### src/hdl/fog_pkg.sv
`default_nettype none
// ----------------------------------------------------------------------------
// Fog pixel effect package
// Widths, scaled constants and shared types for the fog pixel datapath.
// ----------------------------------------------------------------------------
package fog_pkg;

  localparam int unsigned FOG_FRAC_BITS = 8;
  localparam int unsigned FOG_W         = 9;
  localparam int unsigned CHAN_W        = 8;
  localparam int unsigned NUM_CHAN      = 3;
  localparam int unsigned DATA_W        = NUM_CHAN * CHAN_W;
  localparam int unsigned SUM_W         = CHAN_W + 2;
  localparam int unsigned FSQ_W         = 2 * FOG_W;
  localparam int unsigned CFG_ADDR_W    = 1;

  // All terms are scaled by 1 / (500 * 2^(2*FOG_FRAC_BITS)).
  localparam longint unsigned SCALE      = 64'd1 << FOG_FRAC_BITS;
  localparam longint unsigned UNIT       = 64'd500 * SCALE;
  localparam longint unsigned DEN        = UNIT * SCALE;
  localparam longint unsigned BASE_GAIN  = 64'd750 * SCALE * SCALE;
  localparam longint unsigned FOG_MAX    = 64'd511;

  localparam longint unsigned HI_GAIN_K  = UNIT;
  localparam longint unsigned LO_GAIN_K  = 64'd500;
  localparam longint unsigned MID_GAIN_K = 64'd707;
  localparam longint unsigned HI_OFFS_K  = 64'd7 * UNIT;
  localparam longint unsigned LO_OFFS_K  = 64'd130 * UNIT;
  localparam longint unsigned MID_OFFS_K = 64'd100 * UNIT;
  localparam longint unsigned MID_EXTRA  = 64'd20 * DEN;
  localparam longint unsigned TILT_K     = 64'd4 * UNIT;

  localparam longint unsigned GAIN_MAX =
    BASE_GAIN + MID_GAIN_K * FOG_MAX * FOG_MAX + HI_GAIN_K * FOG_MAX;
  localparam longint unsigned OFFS_MAX =
    (LO_OFFS_K + TILT_K) * FOG_MAX + MID_EXTRA;
  localparam longint unsigned V_MAX    = 64'd255 * GAIN_MAX + OFFS_MAX;

  localparam int unsigned GAIN_W   = $clog2(GAIN_MAX + 64'd1);
  localparam int unsigned OFFS_W   = $clog2(OFFS_MAX + 64'd1);
  localparam int unsigned V_W      = $clog2(V_MAX + 64'd1);
  localparam int unsigned WF_W     = V_W - 2 * FOG_FRAC_BITS;

  // Quotient by 500 through a reciprocal, exact below the saturation limit.
  localparam longint unsigned SAT_LIM     = 64'd128000;
  localparam int unsigned     Q_W         = 17;
  localparam longint unsigned RECIP       = 64'd134218;
  localparam int unsigned     RECIP_W     = 18;
  localparam int unsigned     RECIP_SHIFT = 26;
  localparam int unsigned     PROD_W      = Q_W + RECIP_W;

  localparam int unsigned LIM_BRIGHT = 240;
  localparam int unsigned LIM_HIGH   = 170;
  localparam int unsigned LIM_LOW    = 85;

  typedef enum logic [CFG_ADDR_W-1:0] {
    REG_FOG_LEVEL     = 1'b0,
    REG_THREE_CHANNEL = 1'b1
  } cfg_reg_e;

  typedef enum logic [1:0] {
    BAND_LOW,
    BAND_MID,
    BAND_HIGH
  } band_e;

  typedef logic [NUM_CHAN-1:0][CHAN_W-1:0] pix_t;

endpackage
`default_nettype wire

### src/hdl/fog_pixel_effect.sv
`default_nettype none
// ----------------------------------------------------------------------------
// Fog pixel effect
// Applies a brightness-banded gain and offset to each pixel, clamped to 8 bits.
// ----------------------------------------------------------------------------
// Takes one pixel per clock, unless a stalled output backs up into the input, and
// returns the fogged pixels in order. After the input register, each stage is one
// step of the arithmetic: brightness band and fog square, gain and offset forming,
// one multiply-add per channel, and the final scale by reciprocal with saturation.
// Stages hold independently, so a stalled output still lets empty stages fill.
// Configuration is sampled with each pixel at input.
module fog_pixel_effect
  import fog_pkg::*;
(
  input  wire                  clk_i,
  input  wire                  rst_ni,
  input  wire                  cfg_we_i,
  input  wire [CFG_ADDR_W-1:0] cfg_addr_i,
  input  wire [FOG_W-1:0]      cfg_wdata_i,
  input  wire                  s_axis_tvalid_i,
  output logic                 s_axis_tready_o,
  input  wire [DATA_W-1:0]     s_axis_tdata_i,  // chan0_in, chan1_in, chan2_in
  output logic                 m_axis_tvalid_o,
  input  wire                  m_axis_tready_i,
  output logic [DATA_W-1:0]    m_axis_tdata_o   // chan0_out, chan1_out, chan2_out
);

  logic [FOG_W-1:0] fog_q;
  logic             tri_q;

  always_ff @(posedge clk_i or negedge rst_ni) begin
    if (!rst_ni) begin
      fog_q <= '0;
      tri_q <= 1'b1;
    end else if (cfg_we_i) begin
      case (cfg_reg_e'(cfg_addr_i))
        REG_FOG_LEVEL:     fog_q <= cfg_wdata_i;
        REG_THREE_CHANNEL: tri_q <= cfg_wdata_i[0];
        default: ;
      endcase
    end
  end

  // Stage valid and enable chain
  logic [4:0] vld_q, vld_d, en;

  always_comb begin
    en[4] = !vld_q[4] || m_axis_tready_i;
    en[3] = !vld_q[3] || en[4];
    en[2] = !vld_q[2] || en[3];
    en[1] = !vld_q[1] || en[2];
    en[0] = !vld_q[0] || en[1];
    vld_d = vld_q;
    if (en[0]) vld_d[0] = s_axis_tvalid_i;
    if (en[1]) vld_d[1] = vld_q[0];
    if (en[2]) vld_d[2] = vld_q[1];
    if (en[3]) vld_d[3] = vld_q[2];
    if (en[4]) vld_d[4] = vld_q[3];
  end

  always_ff @(posedge clk_i or negedge rst_ni) begin
    if (!rst_ni) begin
      vld_q <= '0;
    end else begin
      vld_q <= vld_d;
    end
  end

  assign s_axis_tready_o = en[0];
  assign m_axis_tvalid_o = vld_q[4];

  // Stage 1: input register
  pix_t             s1_pix_q;
  logic [FOG_W-1:0] s1_fog_q;
  logic             s1_tri_q;

  always_ff @(posedge clk_i) begin
    if (en[0]) begin
      s1_pix_q <= s_axis_tdata_i;
      s1_fog_q <= fog_q;
      s1_tri_q <= tri_q;
    end
  end

  // Stage 1 -> 2: brightness band, bypass, fog square
  logic [SUM_W-1:0] bright;
  logic [SUM_W-1:0] lim_bright, lim_high, lim_low;
  logic             s2_pass_d;
  band_e            s2_band_d;

  always_comb begin
    if (s1_tri_q) begin
      bright     = SUM_W'(s1_pix_q[0]) + SUM_W'(s1_pix_q[1]) + SUM_W'(s1_pix_q[2]);
      lim_bright = SUM_W'(3 * LIM_BRIGHT);
      lim_high   = SUM_W'(3 * LIM_HIGH);
      lim_low    = SUM_W'(3 * LIM_LOW);
    end else begin
      bright     = SUM_W'(s1_pix_q[0]);
      lim_bright = SUM_W'(LIM_BRIGHT);
      lim_high   = SUM_W'(LIM_HIGH);
      lim_low    = SUM_W'(LIM_LOW);
    end
    s2_pass_d = (s1_fog_q == '0) || (bright >= lim_bright);
    if (bright >= lim_high) begin
      s2_band_d = BAND_HIGH;
    end else if (bright <= lim_low) begin
      s2_band_d = BAND_LOW;
    end else begin
      s2_band_d = BAND_MID;
    end
  end

  pix_t             s2_pix_q;
  logic [FOG_W-1:0] s2_fog_q;
  logic [FSQ_W-1:0] s2_fsq_q;
  logic             s2_tri_q;
  logic             s2_pass_q;
  band_e            s2_band_q;

  always_ff @(posedge clk_i) begin
    if (en[1]) begin
      s2_pix_q  <= s1_pix_q;
      s2_fog_q  <= s1_fog_q;
      s2_fsq_q  <= FSQ_W'(s1_fog_q) * FSQ_W'(s1_fog_q);
      s2_tri_q  <= s1_tri_q;
      s2_pass_q <= s2_pass_d;
      s2_band_q <= s2_band_d;
    end
  end

  // Stage 2 -> 3: gain and per-channel offsets
  logic [GAIN_W-1:0]              gain_d;
  logic [OFFS_W-1:0]              offs_com, offs_ext, tilt;
  logic [NUM_CHAN-1:0][OFFS_W-1:0] offs_d;

  always_comb begin
    tilt     = OFFS_W'(s2_fog_q) * OFFS_W'(TILT_K);
    offs_ext = '0;
    case (s2_band_q)
      BAND_HIGH: begin
        gain_d   = GAIN_W'(BASE_GAIN) + GAIN_W'(s2_fog_q) * GAIN_W'(HI_GAIN_K);
        offs_com = OFFS_W'(s2_fog_q) * OFFS_W'(HI_OFFS_K);
      end
      BAND_LOW: begin
        gain_d   = GAIN_W'(BASE_GAIN) + GAIN_W'(s2_fsq_q) * GAIN_W'(LO_GAIN_K);
        offs_com = OFFS_W'(s2_fog_q) * OFFS_W'(LO_OFFS_K);
      end
      default: begin
        gain_d   = GAIN_W'(BASE_GAIN) + GAIN_W'(s2_fsq_q) * GAIN_W'(MID_GAIN_K);
        offs_com = OFFS_W'(s2_fog_q) * OFFS_W'(MID_OFFS_K);
        offs_ext = OFFS_W'(MID_EXTRA);
      end
    endcase
    offs_d[0] = offs_com + offs_ext - tilt;
    offs_d[1] = offs_com + offs_ext;
    offs_d[2] = offs_com + tilt;
  end

  pix_t                            s3_pix_q;
  logic [GAIN_W-1:0]               s3_gain_q;
  logic [NUM_CHAN-1:0][OFFS_W-1:0] s3_offs_q;
  logic [NUM_CHAN-1:0]             s3_pass_q;

  always_ff @(posedge clk_i) begin
    if (en[2]) begin
      s3_pix_q     <= s2_pix_q;
      s3_gain_q    <= gain_d;
      s3_offs_q    <= offs_d;
      s3_pass_q[0] <= s2_pass_q;
      s3_pass_q[1] <= s2_pass_q || !s2_tri_q;
      s3_pass_q[2] <= s2_pass_q || !s2_tri_q;
    end
  end

  // Stage 3 -> 4: multiply-add per channel
  logic [NUM_CHAN-1:0][V_W-1:0] val_d;

  always_comb begin
    for (int c = 0; c < NUM_CHAN; c++) begin
      val_d[c] = V_W'(s3_pix_q[c]) * V_W'(s3_gain_q) + V_W'(s3_offs_q[c]);
    end
  end

  pix_t                         s4_pix_q;
  logic [NUM_CHAN-1:0][V_W-1:0] s4_val_q;
  logic [NUM_CHAN-1:0]          s4_pass_q;

  always_ff @(posedge clk_i) begin
    if (en[3]) begin
      s4_pix_q  <= s3_pix_q;
      s4_val_q  <= val_d;
      s4_pass_q <= s3_pass_q;
    end
  end

  // Stage 4 -> 5: scale down, saturate, select bypass
  logic [NUM_CHAN-1:0][WF_W-1:0]   wfull;
  logic [NUM_CHAN-1:0][PROD_W-1:0] prod;
  pix_t                            res_d;

  always_comb begin
    for (int c = 0; c < NUM_CHAN; c++) begin
      wfull[c] = s4_val_q[c][V_W-1:2*FOG_FRAC_BITS];
      prod[c]  = PROD_W'(wfull[c][Q_W-1:0]) * PROD_W'(RECIP);
      if (s4_pass_q[c]) begin
        res_d[c] = s4_pix_q[c];
      end else if (wfull[c] >= WF_W'(SAT_LIM)) begin
        res_d[c] = '1;
      end else begin
        res_d[c] = prod[c][RECIP_SHIFT +: CHAN_W];
      end
    end
  end

  pix_t out_q;

  always_ff @(posedge clk_i) begin
    if (en[4]) begin
      out_q <= res_d;
    end
  end

  assign m_axis_tdata_o = out_q;

endmodule
`default_nettype wire

### config.mk
export PLATFORM = sky130hd
export DESIGN_NAME = fog_pixel_effect
export DESIGN_NICKNAME = d
export VERILOG_FILES = /design/src/hdl/fog_pkg.sv /design/src/hdl/fog_pixel_effect.sv
export SDC_FILE = /design/constraint.sdc
export NUM_CORES = 2
export LEC_CHECK = 0
export BUFFER_PORTS_ARGS = -buffer_cell sky130_fd_sc_hd__buf_4
export CAP_MARGIN = 40
export CORE_ASPECT_RATIO = 2
export CORE_MARGIN = 5
export CORE_UTILIZATION = 35
export CTS_CLUSTER_DIAMETER = 200
export CTS_CLUSTER_SIZE = 25
export DETAILED_ROUTE_END_ITERATION = 8
export HOLD_SLACK_MARGIN = 0.12
export SETUP_SLACK_MARGIN = 0.1
export SLEW_MARGIN = 40
export SYNTH_ARGS = -nofsm -noshare
export SYNTH_HDL_FRONTEND = slang
export SYNTH_SLANG_ARGS = --single-unit
### constraint.sdc
create_clock -name clk_i -period 8.5 [get_ports clk_i]
set_input_delay 2.125 -clock clk_i [delete_from_list [all_inputs] [get_ports clk_i]]
set_output_delay 2.125 -clock clk_i [all_outputs]
set_load 0.05 [all_outputs]
* Word level (Yosys, flattened, before mapping)
Index checks and enable logic that the tools add are counted. Widths: inputs -> output; s select.
Word-level totals: flip-flop bits (word level) 422, input port bits 39, output and inout bits 26, logic and storage cells 103
Cells by class: add/sub/neg operators 11, multiply operators 14, order comparisons 6, equality and inequality tests 1, muxes and demuxes 14, bitwise operators 1, reductions and logical operators 18
Operators with widths (number):
- $add 37x34->37 | 3
- $mul 8x29->37 | 3
- $mul 17x17->33 const B | 3
- $pmux 33 s2 | 1
- $ge 21x17->1 const B | 3
- $pmux 29 s2 | 1
- $mux 8 | 7
- $add 34x28->34 | 1
- $add 34x34->34 | 1
- $sub 34x28->34 | 1
- $mul 9x7->16 const B | 2
- $mux 30 | 1
- $add 26x28->29 const A | 1
- $add 26x27->28 const A | 1
- $mul 18x10->28 const B | 1
- $add 26x26->27 const A | 1
- $mul 18x7->25 const B | 1
- $mul 9x13->22 const B | 1
- $mul 9x12->21 const B | 1
- $ge 10x10->1 | 2
- $mux 10 | 2
- $mul 9x10->19 const B | 1
- $mul 9x9->18 | 1
- $add 9x8->10 | 1
- 12 further kinds | 24

* Depth between registers and ports, before layout
depth after elaboration 6, mapped depth 32, mapped depth without buffers 32

* Least setup slack after synthesis
OpenSTA, ideal clock, no wires.
kind input -> output, start input port m_axis_tready_i, end output port s_axis_tready_o, data arrival time 5.100 ns, slack 1.275 ns, stages 4, buffers on the path 0, path through nor2b_1 nand4_1 inv_1 nand2_1
Between the ends: word-level cells in the longest chain between the ends 5
Ends and longest elaborated chain:
- start: declaration | RTL line fog_pixel_effect.sv:24 | input wire m_axis_tready_i,
- $logic_or 1x1->1 | RTL line fog_pixel_effect.sv:48 | en[4] = !vld_q[4] || m_axis_tready_i;
- $logic_or 1x1->1 | RTL line fog_pixel_effect.sv:49 | en[3] = !vld_q[3] || en[4];
- $logic_or 1x1->1 | RTL line fog_pixel_effect.sv:50 | en[2] = !vld_q[2] || en[3];
- $logic_or 1x1->1 | RTL line fog_pixel_effect.sv:51 | en[1] = !vld_q[1] || en[2];
- via en[1] | RTL line fog_pixel_effect.sv:45 | logic [4:0] vld_q, vld_d, en;
- $logic_or 1x1->1 | RTL line fog_pixel_effect.sv:52 | en[0] = !vld_q[0] || en[1];
- end: declaration | RTL line fog_pixel_effect.sv:21 | output logic s_axis_tready_o,
The timed path passes the listed nets, and every way through them passes these cells.

==> results.py <==
metrics = {
    "critical_path": {
        "r2r_setup_slack_ns": 0.64,
        "r2r-start": "s2_fog_q[5]",
        "cp-start-kind": "register",
        "path_class": "register to register",
        "cp_max_fo": 8,
        "slowest_stage": "o41ai_1",
        "ff2ff_path_depth": 25,
        "end_kind": "register",
        "cp.arrival_ns": 8.17,
        "critPathRequiredTime_ns": 8.81,
        "r2r_end": "s3_offs_q[33]",
        "startpoint": "s2_fog_q[5]",
        "slowest_delay_ns": 0.73,
        "cpMostUsedCell": "inv_1",
    },
    "timing": {
        "hold_viol": 0,
        "skew_ns": 0.0511,
        "slew_violations": 0,
        "max_slew_margin_pct": 38.7,
        "period_needed_ns": 7.86,
        "clock.fmax_mhz": 127,
        "period_share_pct": 92.5,
        "setup_violations": 0,
        "tightest_slew_ns": 0.920,
        "rsz0062_at_grt": "no",
        "fin_tns_setup_ns": 0,
    },
    "drt": {
        "first_pass_iters": 6,
        "ant_nets": 0,
        "drtIter0Drc": 2362,
        "via_count": 41347,
        "route.detailed.drc": 0,
        "wl_per_cell_um": 18.3,
        "vias_per_cell": 4.89,
        "routed_wl_um": 155000,
    },
    "clock_tree": {
        "root_buffer": "clkbuf_16",
        "ctsHtreeMaxLevel": 1,
        "clk_latency_ns": 0.59,
        "clk_pin_slew_worst_paths_ns": 0.13,
        "cts_tree": "done",
        "cts_resized": 0,
        "ctsLongestPathBuffers": 3,
        "numClockSinks": 337,
        "postCtsSetupRepairBufs": 0,
        "hold_buffers": 0,
        "cts_made_buffers": 17,
    },
    "synthesis": {
        "synthArstFlopShare_pct": 4.45,
        "avgSynthCellArea_um2": 9.86,
        "ys_ff_latch": 337,
        "synth_cell_type_count": 93,
        "synth-edff-count": 322,
        "yosysWarnings": 0,
        "syn_inst": 6138,
        "synth_ff_type": "edfxtp_1",
        "synthesis.area_mm2": 0.0605,
        "synth-seq-area-share_pct": 16.6,
    },
    "outcome": {
        "outcome": "finished clean",
    },
    "worst_hold_path": {
        "hold_depth": 0,
        "worstHoldPathType": "register to register",
        "hold_start": "s2_pix_q[4]",
        "min_to": "s3_pix_q[4]",
    },
    "cells_and_area": {
        "syn_to_final_growth_pct": 6.68,
        "fin_nets": 8110,
        "fillers": 17519,
        "post_route_cells_drive_above_1_share_pct": 3.89,
    },
    "global_route": {
        "grt_pass1_vias": 43598,
        "grt_use_total_pct": 17.1,
        "grt.busiest_layer": "met2",
        "grt_pass1_wl_um": 247000,
        "antenna_found_initial": 5,
        "grt_max_degree": 73,
        "use_met1_pct": 22.8,
        "overflow": 0,
        "use_met3_pct": 1.36,
        "met2_usage_pct": 30.2,
    },
    "floorplan": {
        "initial_core_util_pct": 35.1,
        "fp.dieW_um": 304,
        "io_pins": 65,
        "die_y_um": 598,
        "fp.coreArea_mm2": 0.172,
        "num_rows": 216,
        "fp.dieArea_mm2": 0.182,
    },
    "place": {
        "io_buffers": 64,
        "hpwl_um": 129000,
        "gp_congestion": 0.973,
    },
    "job": {
        "max_cap_violations": 0,
    },
}
==> flip-flops by register name, indices dropped and copies added, names as in the netlist, 2 cells and up <==
| register | count |
|---|---|
| s3_offs_q | 67 |
| s4_val_q | 63 |
| s3_gain_q | 29 |
| m_axis_tdata_o | 24 |
| s1_pix_q | 24 |
| s2_pix_q | 24 |
| s3_pix_q | 24 |
| s4_pix_q | 24 |
| s2_fsq_q | 16 |
| fog_q | 9 |
| s1_fog_q | 9 |
| s2_fog_q | 9 |
| vld_q | 5 |
| s2_band_q | 2 |
| s3_pass_q | 2 |
| s4_pass_q | 2 |
==> stage by stage <==
step                utilization (%)  setup WS, ns  instance area (um^2)  cells  hold WS (ns)
floorplan                         -          1.27                 60500   6140         0.400
global placement               37.1         0.813                 63900   8418         0.400
detailed placement             37.1         0.702                 64000   8425         0.405
CTS                            37.4         0.678                 64500   8451         0.399
global route                   37.4         0.220                 64500   8453         0.412
finish                         37.4         0.639                 64500   8455         0.402
==> cell usage in the layout, fill, tap and decap left out, types with 33 or more instances in the layout <==
cell      count
nor2_1      188
ha_1        979
and2_1      370
a21o_1       68
o21ai_0     114
inv_1      1423
nor3_1       48
buf_4       151
xor2_1       67
nand2_1     509
nand3_1      45
fa_1        935
edfxtp_1    322
o21a_1       37
nand2b_1     33
nor2b_1      57
xnor2_1     161
a21oi_1     211
==> critical path: cells and delay by family, from the launching register on <==
kind            cells  cell delay [ns]
flops               1             0.64
mux                 1             0.31
fa+ha+maj           7             3.07
buf+inv             5             0.47
xor+xnor            2             0.31
compound gates      7             1.99
simple gates        3             0.78
==> how the worst max path moves through the flow <==
stage / endpoint / slack [ns]
2_1_floorplan: s_axis_tready_o / 1.27
3_3_place_gp: s3_offs_q[33] / 0.81
3_5_place_dp: s3_offs_q[33] / 0.70
4_1_cts: s3_offs_q[33] / 0.68
5_1_grt: s3_offs_q[33] / 0.22
6_report: s3_offs_q[33] / 0.64
==> cell usage after synthesis, types with 22 or more instances <==
| master | count | area (um^2) |
|---|---|---|
| a21oi_1 | 212 | 1060 |
| nand3_1 | 46 | 230 |
| nor2_1 | 189 | 709 |
| xnor2_1 | 161 | 1410 |
| clkbuf_1 | 149 | 559 |
| fa_1 | 935 | 18700 |
| and3_1 | 23 | 144 |
| o21a_1 | 37 | 278 |
| nand2b_1 | 33 | 206 |
| xor2_1 | 67 | 587 |
| a21o_1 | 68 | 510 |
| nand2_1 | 510 | 1910 |
| and2_1 | 370 | 2310 |
| nand4_1 | 25 | 156 |
| a211oi_1 | 22 | 165 |
| o211ai_1 | 23 | 173 |
| o21ai_0 | 115 | 576 |
| edfxtp_1 | 322 | 9670 |
| nor3_1 | 48 | 240 |
| inv_1 | 1423 | 5340 |
| nor2b_1 | 57 | 357 |
| o21bai_1 | 29 | 218 |
| ha_1 | 979 | 12200 |
==> metal layers <==
metal | share of wire, % | vias up
li1 | - | 19430
met1 | 44 | 20865
met2 | 49 | 887
met3 | 4.0 | 165
met4 | 3.4 | 0
met5 | 0 | -
==> final cells by class <==
type	count	area (um^2)	share of cell area, %
clock inverters	3	50.0	0.0775
clock buffers	23	448	0.694
inverters	1425	5350	8.29
flip-flops and latches	337	10000	15.6
well taps	2289	2860	4.44
diodes	2	5.00	0.00775
multi-input cells	4214	44500	69.0
repair buffers	162	1260	1.95
==> logic make-up after synthesis <==
kind of cell | Yosys count | share of synthesized area (%)
flip-flops | 337 | 16.6
AO/OA/AOI/OAI | 673 | 7.38
AND/OR/NAND/NOR | 1367 | 11.1
other | 2 | 0.0124
adder cells (fa/ha/maj) | 1914 | 51.2
XOR/XNOR | 229 | 3.33
buffers and inverters | 1589 | 9.87
multiplexers | 27 | 0.484
Power is not shown: default switching activity piles up to over one toggle a cycle in this logic, so the estimate is an artifact.
